`src/hdl/bale_pkg.sv`:
```
// Package for the bounded array list engine: word types, opcodes, status codes,
// controller states and the command/status structs between controller and datapath.
// No dependencies.
package bale_pkg;

  localparam int MaxEntries = 1024;
  localparam int AddrW      = 10;
  localparam int CntW       = 11;
  localparam int ValW       = 32;

  localparam logic [CntW-1:0] NoneIndex = '1;

  typedef enum logic [2:0] {
    OP_APPEND     = 3'd0,
    OP_REMOVE_AT  = 3'd1,
    OP_REMOVE_VAL = 3'd2,
    OP_FIND       = 3'd3,
    OP_CLEAR      = 3'd4,
    OP_READ       = 3'd5
  } opcode_e;

  typedef enum logic [1:0] {
    ST_OK       = 2'd0,
    ST_FULL     = 2'd1,
    ST_BADPOS   = 2'd2,
    ST_NOTFOUND = 2'd3
  } status_e;

  typedef enum logic [2:0] {
    S_IDLE,
    S_EXEC,
    S_SCAN,
    S_SHIFT,
    S_READ,
    S_DONE
  } state_e;

  typedef struct packed {
    logic [2:0]             opcode;
    logic signed [ValW-1:0] value;
    logic [AddrW-1:0]       position;
  } in_word_t;

  typedef struct packed {
    logic signed [CntW-1:0] found_index;
    logic signed [ValW-1:0] read_data;
    logic [CntW-1:0]        element_count;
    logic [1:0]             status;
  } out_word_t;

  typedef struct packed {
    logic accept;
    logic exec;
    logic scan;
    logic shift;
    logic read;
    logic load;
  } ctl_cmd_t;

  typedef struct packed {
    logic [2:0] op;
    logic       pos_ok;
    logic       scan_hit;
    logic       scan_miss;
    logic       shift_done;
    logic       out_free;
  } dp_sts_t;

endpackage

```
`src/hdl/bale_ctrl.sv`:
```
// Controller state machine of the array list engine.
// Depends on bale_pkg; drives the datapath through ctl_cmd_t and reads dp_sts_t.
module bale_ctrl
  import bale_pkg::*;
(
  input  logic     clk_i,
  input  logic     rst_ni,
  input  logic     in_valid_i,
  output logic     in_ready_o,
  input  dp_sts_t  sts_i,
  output ctl_cmd_t cmd_o
);

  state_e state_q, state_d;

  always_ff @(posedge clk_i or negedge rst_ni) begin
    if (!rst_ni) begin
      state_q <= S_IDLE;
    end else begin
      state_q <= state_d;
    end
  end

  always_comb begin
    state_d = state_q;
    unique case (state_q)
      S_IDLE: begin
        if (in_valid_i) state_d = S_EXEC;
      end
      S_EXEC: begin
        unique case (sts_i.op) inside
          OP_REMOVE_AT:            state_d = sts_i.pos_ok ? S_SHIFT : S_DONE;
          OP_REMOVE_VAL, OP_FIND:  state_d = S_SCAN;
          OP_READ:                 state_d = sts_i.pos_ok ? S_READ : S_DONE;
          default:                 state_d = S_DONE;
        endcase
      end
      S_SCAN: begin
        if (sts_i.scan_hit) begin
          state_d = (sts_i.op == OP_REMOVE_VAL) ? S_SHIFT : S_DONE;
        end else if (sts_i.scan_miss) begin
          state_d = S_DONE;
        end
      end
      S_SHIFT: begin
        if (sts_i.shift_done) state_d = S_DONE;
      end
      S_READ: begin
        state_d = S_DONE;
      end
      S_DONE: begin
        if (sts_i.out_free) state_d = S_IDLE;
      end
      default: state_d = S_IDLE;
    endcase
  end

  always_comb begin
    cmd_o        = '0;
    in_ready_o   = 1'b0;
    unique case (state_q)
      S_IDLE: begin
        in_ready_o    = 1'b1;
        cmd_o.accept  = in_valid_i;
      end
      S_EXEC:  cmd_o.exec  = 1'b1;
      S_SCAN:  cmd_o.scan  = 1'b1;
      S_SHIFT: cmd_o.shift = 1'b1;
      S_READ:  cmd_o.read  = 1'b1;
      S_DONE:  cmd_o.load  = sts_i.out_free;
      default: ;
    endcase
  end

endmodule

```
`config.mk`:
```
export PLATFORM = sky130hd
export DESIGN_NAME = bale_ctrl
export DESIGN_NICKNAME = d
export VERILOG_FILES = /design/src/hdl/bale_pkg.sv /design/src/hdl/bale_ctrl.sv
export SDC_FILE = /design/constraint.sdc
export NUM_CORES = 1
export LEC_CHECK = 0
export ABC_AREA = 1
export BUFFER_PORTS_ARGS = -buffer_cell sky130_fd_sc_hd__buf_4
export CORE_AREA = 2 2 39 41
export DETAILED_ROUTE_END_ITERATION = 10
export DIE_AREA = 0 0 41 43
export GPL_TIMING_DRIVEN = 0
export PLACE_DENSITY = 0.53
export SLEW_MARGIN = 20
export SYNTH_ARGS = -nofsm -noshare
export SYNTH_HDL_FRONTEND = slang
export SYNTH_SLANG_ARGS = --single-unit
```
`constraint.sdc`:
```
create_clock -name clk_i -period 1.5 [get_ports clk_i]
set_clock_uncertainty 0.05 [all_clocks]
set_input_delay 0.075 -clock clk_i [delete_from_list [all_inputs] [get_ports clk_i]]
set_output_delay 0.075 -clock clk_i [all_outputs]
set_load 0.05 [all_outputs]
```
### After elaboration in Yosys (flattened, before gate mapping)

Cells that the tools add are included.

| storage, ports and cells | value |
|---|---|
| flip-flop bits (word level) | 3 |
| input bits | 11 |
| output and inout port bits | 7 |

| operators by class | value |
|---|---|
| eq/ne operators | 13 |
| muxes and demuxes | 17 |
| reductions and logical operators | 3 |

Operators with widths:

| operator | number |
|---|---|
| $mux W3 | 7 |
| $pmux W3 S6 | 1 |
| $eq A3 B2 Y1 const B | 4 |
| $eq A3 B3 Y1 const B | 3 |
| $pmux W3 S3 | 1 |
| $mux W1 | 8 |
| $eq A3 B1 Y1 const B | 2 |
| $ne A2 B2 Y1 const B | 3 |
| $reduce_and A4 Y1 | 1 |
| $logic_not A3 Y1 | 1 |
| $ne A3 B3 Y1 const B | 1 |
| $reduce_or A2 Y1 | 1 |

### Logic depth before layout (Yosys ltp)

Gate-level depths: netlist of run 1.

| logic depth | value |
|---|---|
| depth after elaboration | 4 |
| mapped depth | 8 |

### Worst setup path before layout of run 1

Ideal clock, no wire load.

| timing path | value |
|---|---|
| path kind | reg2out |
| from | reg state_q[0] |
| to | out cmd_o[5] in the netlist's numbering |
| arrival time | 1.763 ns |
| data required time | 1.375 ns |
| setup slack | -0.388 ns |
| stages on the path, launching flop included | 5 |
| path through | dfrtp_1 -> buf_6 -> nor2_1 -> inv_1 -> nor3_1 |

RTL lines:

| item | RTL line | source |
|---|---|---|
| from (decl) | bale_ctrl.sv:14 | `state_e state_q, state_d;` |
| from (signal assigned) | bale_ctrl.sv:20 | `state_q <= state_d;` |
| to (decl) | bale_ctrl.sv:11 | `output ctl_cmd_t cmd_o` |

==> results of run 1 <==
## timing repair
item                                   CTS  global route
endpoints found under the hold margin    3             0
setup endpoints to repair                0             2
hold buffers                             1             0
resized for setup                        0             2
## power breakdown
group	switching, uW	internal [uW]	total [uW]
sequential	28.6	120	148
combinational	563	287	851
clock	41.7	99.7	141
total	634	506	1140
## cell families after synthesis
family          count (synthesis)
flops                           3
compound gates                  3
simple gates                   42
buf+inv                        16
## critical path, cell delays in order, from the launching register on
cell     delay, ns
dfrtp_1       0.36
buf_6         0.14
nor2_2        0.14
inv_1         0.09
nor3_2        0.13
buf_6         0.18
## layout by cell type, fill, tap and decap left out, drive strengths merged
master	count
a21oi	1
buf	19
clkbuf	4
dfrtp	3
dlygate4sd3	1
inv	14
nand2	20
nand3	7
nand4	2
nor2	11
nor3	2
o21ai	2
## layout make-up
cell class | count | area, um2
inverter | 14 | 55.1
timing repair buffer | 18 | 141
sequential | 3 | 75.1
clock buffer | 4 | 26.3
buffer | 2 | 22.5
multi-input combinational | 45 | 221
tap | 16 | 20.0
fill | 157 | 822
## per-stage QoR
stage	hold slack (ns)	utilization, %	cells	setup slack, ns	total power [uW]
global route	0.127	40.6	102	0.0128	1250
CTS	0.114	40.1	102	0.0451	1130
detailed placement	-0.185	37.5	97	0.290	985
floorplan	-0.271	-	64	0.000545	793
global placement	-0.186	37.5	97	0.306	990
finish	0.108	40.6	102	0.108	1140
## path summary, 6_finish.rpt
| kind | to | slack, ns | start | cells after the start |
|---|---|---|---|---|
| worst min-delay path | state_q[1] | 0.11 | sts_i[1] | 4 |
| worst max register to register | state_q[2] | 0.34 | state_q[1] | 7 |
| min in group asynchronous | state_q[1] | 0.12 | rst_ni | 2 |
| worst max-delay path | cmd_o[5] | 0.11 | state_q[0] | 5 |
| max in group asynchronous | state_q[2] | 1.18 | rst_ni | 2 |
| worst min register to register | state_q[0] | 0.58 | state_q[0] | 3 |
## routing by layer
metal  global-route usage, %  up-vias  wire length, um
met5                       0        -                0
met3                    3.14        0               40
met2                    16.3       11              374
met4                    8.00        0                0
met1                    15.3      165              388
li1                        -      236                -
==> summary.md, run 1 <==
| Metric | Value |
|---|---|
| Wire length per cell | `7.86 um` |
| Post-synthesis cell count | `64` |
| WP data required | `1.37 ns` |
| Yosys top cell by area | `dfrtp_1` |
| Vias in the first global route | `360` |
| Slew Limit Fails | `0` |
| CP Launch Type | `flip-flop` |
| Clk_lat worst skew | `0.23 ns` |
| # port buffers | `17` |
| Post-layout minimum cycle time | `1.39 ns` |
| CTS clock-pin slew for the worst setup and hold paths | `0.04 ns` |
| Share of layout cells above drive strength 1 | `40.7%` |
| CTS Root Cell | `clkbuf_4` |
| Syn_area_per_cell | `5.65 um2` |
| Leading cell type by number of instances after synthesis | `nand2_1` |
| Die H | `43 um` |
| Fraction of the yosys area taken by sequential cells | `20.8%` |
| F_max | `718 MHz` |
| Drt total wl | `802 um` |
| Final hold vios | `0` |
| Initial Util | `26.1%` |
| Post-Synth Adder-Cell Area | `0%` |
| Pin count of the biggest net entering global routing | `9` |
| GPL Wtd Cong | `0.717` |
| Clock buffer depth | `2` |
| Seq cells post-synth | `3` |
| Post-synth ARST share | `100%` |
| Setup TNS | `0 ns` |
| Core area | `0.00138 mm2` |
| Number of enable flip-flop cells after synthesis | `0` |
| Number of post-CTS setup repair buffers | `0` |
| Largest Register | `state_q` |
| GRT Overall Usage | `11.8%` |
| Synth cell count leaders | `nand2_1, inv_1, nor2_1` |
| FP Rows | `14` |
| First-pass GRT wire length | `1390 um` |
| Detailed Routing Iterations Pass 1 | `3` |
| Syn-to-layout area delta | `55.4%` |
| Total gr overflow | `0` |
| Yosys warning total | `0` |
| Largest fanout on the critical path | `8` |
| Leak | `0.000332 uW` |
| Max_cap viols | `0` |
| Critical path capture point type | `output pin` |
| Post-DRT Antenna Nets | `0` |
| Post-Synth Simple-Gate Area | `53.6%` |
| Arrival time worst endpoint | `1.27 ns` |
| Max FFs per register | `3` |
| Power Dens Cells | `2030 mW/mm2` |
| Cell area after layout | `562 um2` |
| H-Tree Depth | `1` |
| Worst Max-Slew Pin Slew | `0.222 ns` |
| Initial DRC count | `8` |
| Slew HR | `85.2%` |
| Final net count | `98` |
| DRC viols | `0` |
| Synthesized Nets | `75` |
| Post-synthesis mux area share | `0%` |
| Post-synth top flop | `dfrtp_1` |
| Finish-stage setup viols | `0` |
| Boundary Pins | `18` |
| Tcrit/Tclk final | `92.8%` |
| CTS sink cnt | `3` |
| Cell Area, Placed | `519 um2` |
| Synth Area in Compound Gates | `4.15%` |
| Post-synth cell types | `15` |
| Largest regs | `state_q x3` |
| Worst VDD drop | `0.878 mV` |
| Hold WC Path Type | `primary input to flip-flop` |
| Synth area leaders | `dfrtp_1, nand2_1, inv_1` |
| Yosys top cell area share | `20.8%` |
| Cts bufs inserted | `3` |
| Post-Synth XOR/XNOR Area | `0%` |
| Ant diodes | `0` |
| DR vias | `412` |
| Largest family of logic cells by synthesized area | `simple AND/OR/NAND/NOR gates` |
| Mapped Area | `362 um2` |
| Die footprint | `0.00176 mm2` |
| Status | `completed` |
| Critical path type | `flip-flop to output pin` |
| Die Width | `41 um` |
| Hpwl dp | `654 um` |
| Unrepaired setup endpoints after global routing | `false` |
| CTS tree | `built` |
| DR vias/cell | `4.04` |
| Antenna violations before repair | `0` |
(Power assumes the default switching activity.)
==> run 2, diff against run 1 <==
--- a/config.mk
+++ b/config.mk
@@ -11,7 +11,7 @@
 export DETAILED_ROUTE_END_ITERATION = 10
 export DIE_AREA = 0 0 41 43
 export GPL_TIMING_DRIVEN = 0
-export PLACE_DENSITY = 0.53
+export PLACE_DENSITY = 0.59
 export SLEW_MARGIN = 20
 export SYNTH_ARGS = -nofsm -noshare
 export SYNTH_HDL_FRONTEND = slang
==> run 2 against run 1 <==
Effect of this change: total power decreased by 0.13%; via count rose by 1.2%; clock-buffer cell count is the same; combinational power rose by 0.5%; critical path depth is the same; register-to-register slack barely moved; clock power shrank 4%; sequential power about the same; setup slack better by 0.0035 ns; highest routed layer unchanged.
==> summary.md, run 2 (synthesis results as in run 1) <==
| Metric | Value |
|---|---|
| Max FFs per register | `3` |
| Critical path capture point type | `output pin` |
| Most frequent CP cell | `buf_6` |
| Leak | `0.000332 uW` |
| Syn-to-layout area delta | `55.4%` |
| Share of layout cells above drive strength 1 | `40.7%` |
| Detailed Routing Iterations Pass 1 | `4` |
| Tcrit/Tclk final | `92.6%` |
| Hpwl dp | `687 um` |
| Slowest cell on crit path | `dfrtp_1` |
| Initial Util | `26.1%` |
| F_max | `720 MHz` |
| Largest regs | `state_q x3` |
| Worst VDD drop | `0.704 mV` |
| Finish-stage setup viols | `0` |
| Worst path cell trace | `buf_6 > nor2_2 > inv_1 > nor3_2 > buf_6` |
| H-Tree Depth | `1` |
| Wire length per cell | `8.00 um` |
| Layout filler cell count | `158` |
| GPL Wtd Cong | `0.779` |
| Most frequent cells in the layout | `nand2_1, buf_4, inv_1` |
| Final net count | `98` |
| Pin count of the biggest net entering global routing | `9` |
| Status | `completed` |
| Cell Area, Placed | `519 um2` |
| GRT Overall Usage | `11.5%` |
| Post-DRT Antenna Nets | `0` |
| Cts bufs inserted | `3` |
| Number of post-CTS setup repair buffers | `0` |
| DR vias | `417` |
| CTS Root Cell | `clkbuf_4` |
| Clk_lat worst skew | `0.23 ns` |
| Area of the multi-input gates | `221 um2` |
| Clock buffer depth | `2` |
| CTS tree | `built` |
| Die Width | `41 um` |
| Drt total wl | `816 um` |
| Final hold vios | `0` |
| Core area | `0.00138 mm2` |
| Critical path type | `flip-flop to output pin` |
| First-pass GRT wire length | `1410 um` |
| Die footprint | `0.00176 mm2` |
| Largest Register | `state_q` |
| # port buffers | `17` |
| Vias in the first global route | `389` |
| WP data required | `1.37 ns` |
| Unrepaired setup endpoints after global routing | `false` |
| Initial DRC count | `3` |
| Setup TNS | `0 ns` |
| Max_cap viols | `0` |
| Slew HR | `85.7%` |
| R2R Setup Slk | `0.35 ns` |
| Power Dens Cells | `2030 mW/mm2` |
| Hold WC Path Type | `primary input to flip-flop` |
| Delay-heaviest family, CP | `buffers and inverters` |
| DRC viols | `0` |
| Worst Max-Slew Pin Slew | `0.215 ns` |
| Most common cell after layout, fill and taps aside | `nand2_1` |
| CTS clock-pin slew for the worst setup and hold paths | `0.03 ns` |
| Largest fanout on the critical path | `8` |
| Cell area after layout | `562 um2` |
| CP peak stage delay | `0.36 ns` |
| FP Rows | `14` |
| Slew Limit Fails | `0` |
| Total gr overflow | `0` |
| Register area | `75.1 um2` |
| Post-layout minimum cycle time | `1.39 ns` |
| Crit path buf inv count | `3` |
| Arrival time worst endpoint | `1.26 ns` |
| CP Launch Type | `flip-flop` |
| Boundary Pins | `18` |
| Ant diodes | `0` |
| Die H | `43 um` |
| CTS sink cnt | `3` |
| DR vias/cell | `4.09` |
| Antenna violations before repair | `0` |
## run 2: cell counts in the layout (fill, tap and decap cells not counted)
No cell type changed its count.
## run 2: path summary, 6_finish.rpt
check / from / to / cells after the start
min in group asynchronous: rst_ni / state_q[0] / 2
hold / removal: sts_i[1] / state_q[1] / 4
setup reg to reg: state_q[1] / state_q[2] / 7
max in group asynchronous: rst_ni / state_q[2] / 2
setup / recovery: state_q[0] / cmd_o[5] / 5
hold reg to reg: state_q[0] / state_q[0] / 3
## run 2: tightest hold or removal path: cells and delay by family
kind / cells / cell delay, ns
buf+inv: 2 / 0.12
simple gates: 2 / 0.16
## run 2: routing by layer
metal	up-vias	track usage (%)	wire (um)
li1	238	-	-
met5	-	0	0
met1	167	13.5	370
met4	0	4.00	0
met3	0	3.14	59
met2	12	18.8	387
## run 2: final cells by class
class / count / area share (%)
multi-input cells: 45 / 39.4
clock buffers: 4 / 4.68
flip-flops and latches: 3 / 13.4
well taps: 16 / 3.56
plain buffers: 2 / 4.01
repair buffers: 18 / 25.2
inverters: 14 / 9.80
## run 2: report_power, final
group	internal, uW	leakage [uW]	switching, uW	total (uW)
registers	120	0.0000371	27.7	147
logic	287	0.000280	568	855
clock network	99.4	0.0000150	37.0	136
## run 2: repair_timing
item,4_1_cts,5_1_grt
endpoints found under the hold margin,3,0
endpoints found under the setup margin,0,2
hold buffers,1,0
resized for setup,0,2
## run 2: stage by stage
stage	worst slack (ns)	total power, uW	std cells	util, %	hold slack, ns
floorplan	0.000545	793	64	-	-0.271
global placement	0.306	990	97	37.5	-0.187
detailed placement	0.289	987	97	37.5	-0.186
CTS	0.0455	1130	102	40.1	0.114
global route	0.0337	1240	102	40.6	0.144
finish	0.111	1140	102	40.6	0.132
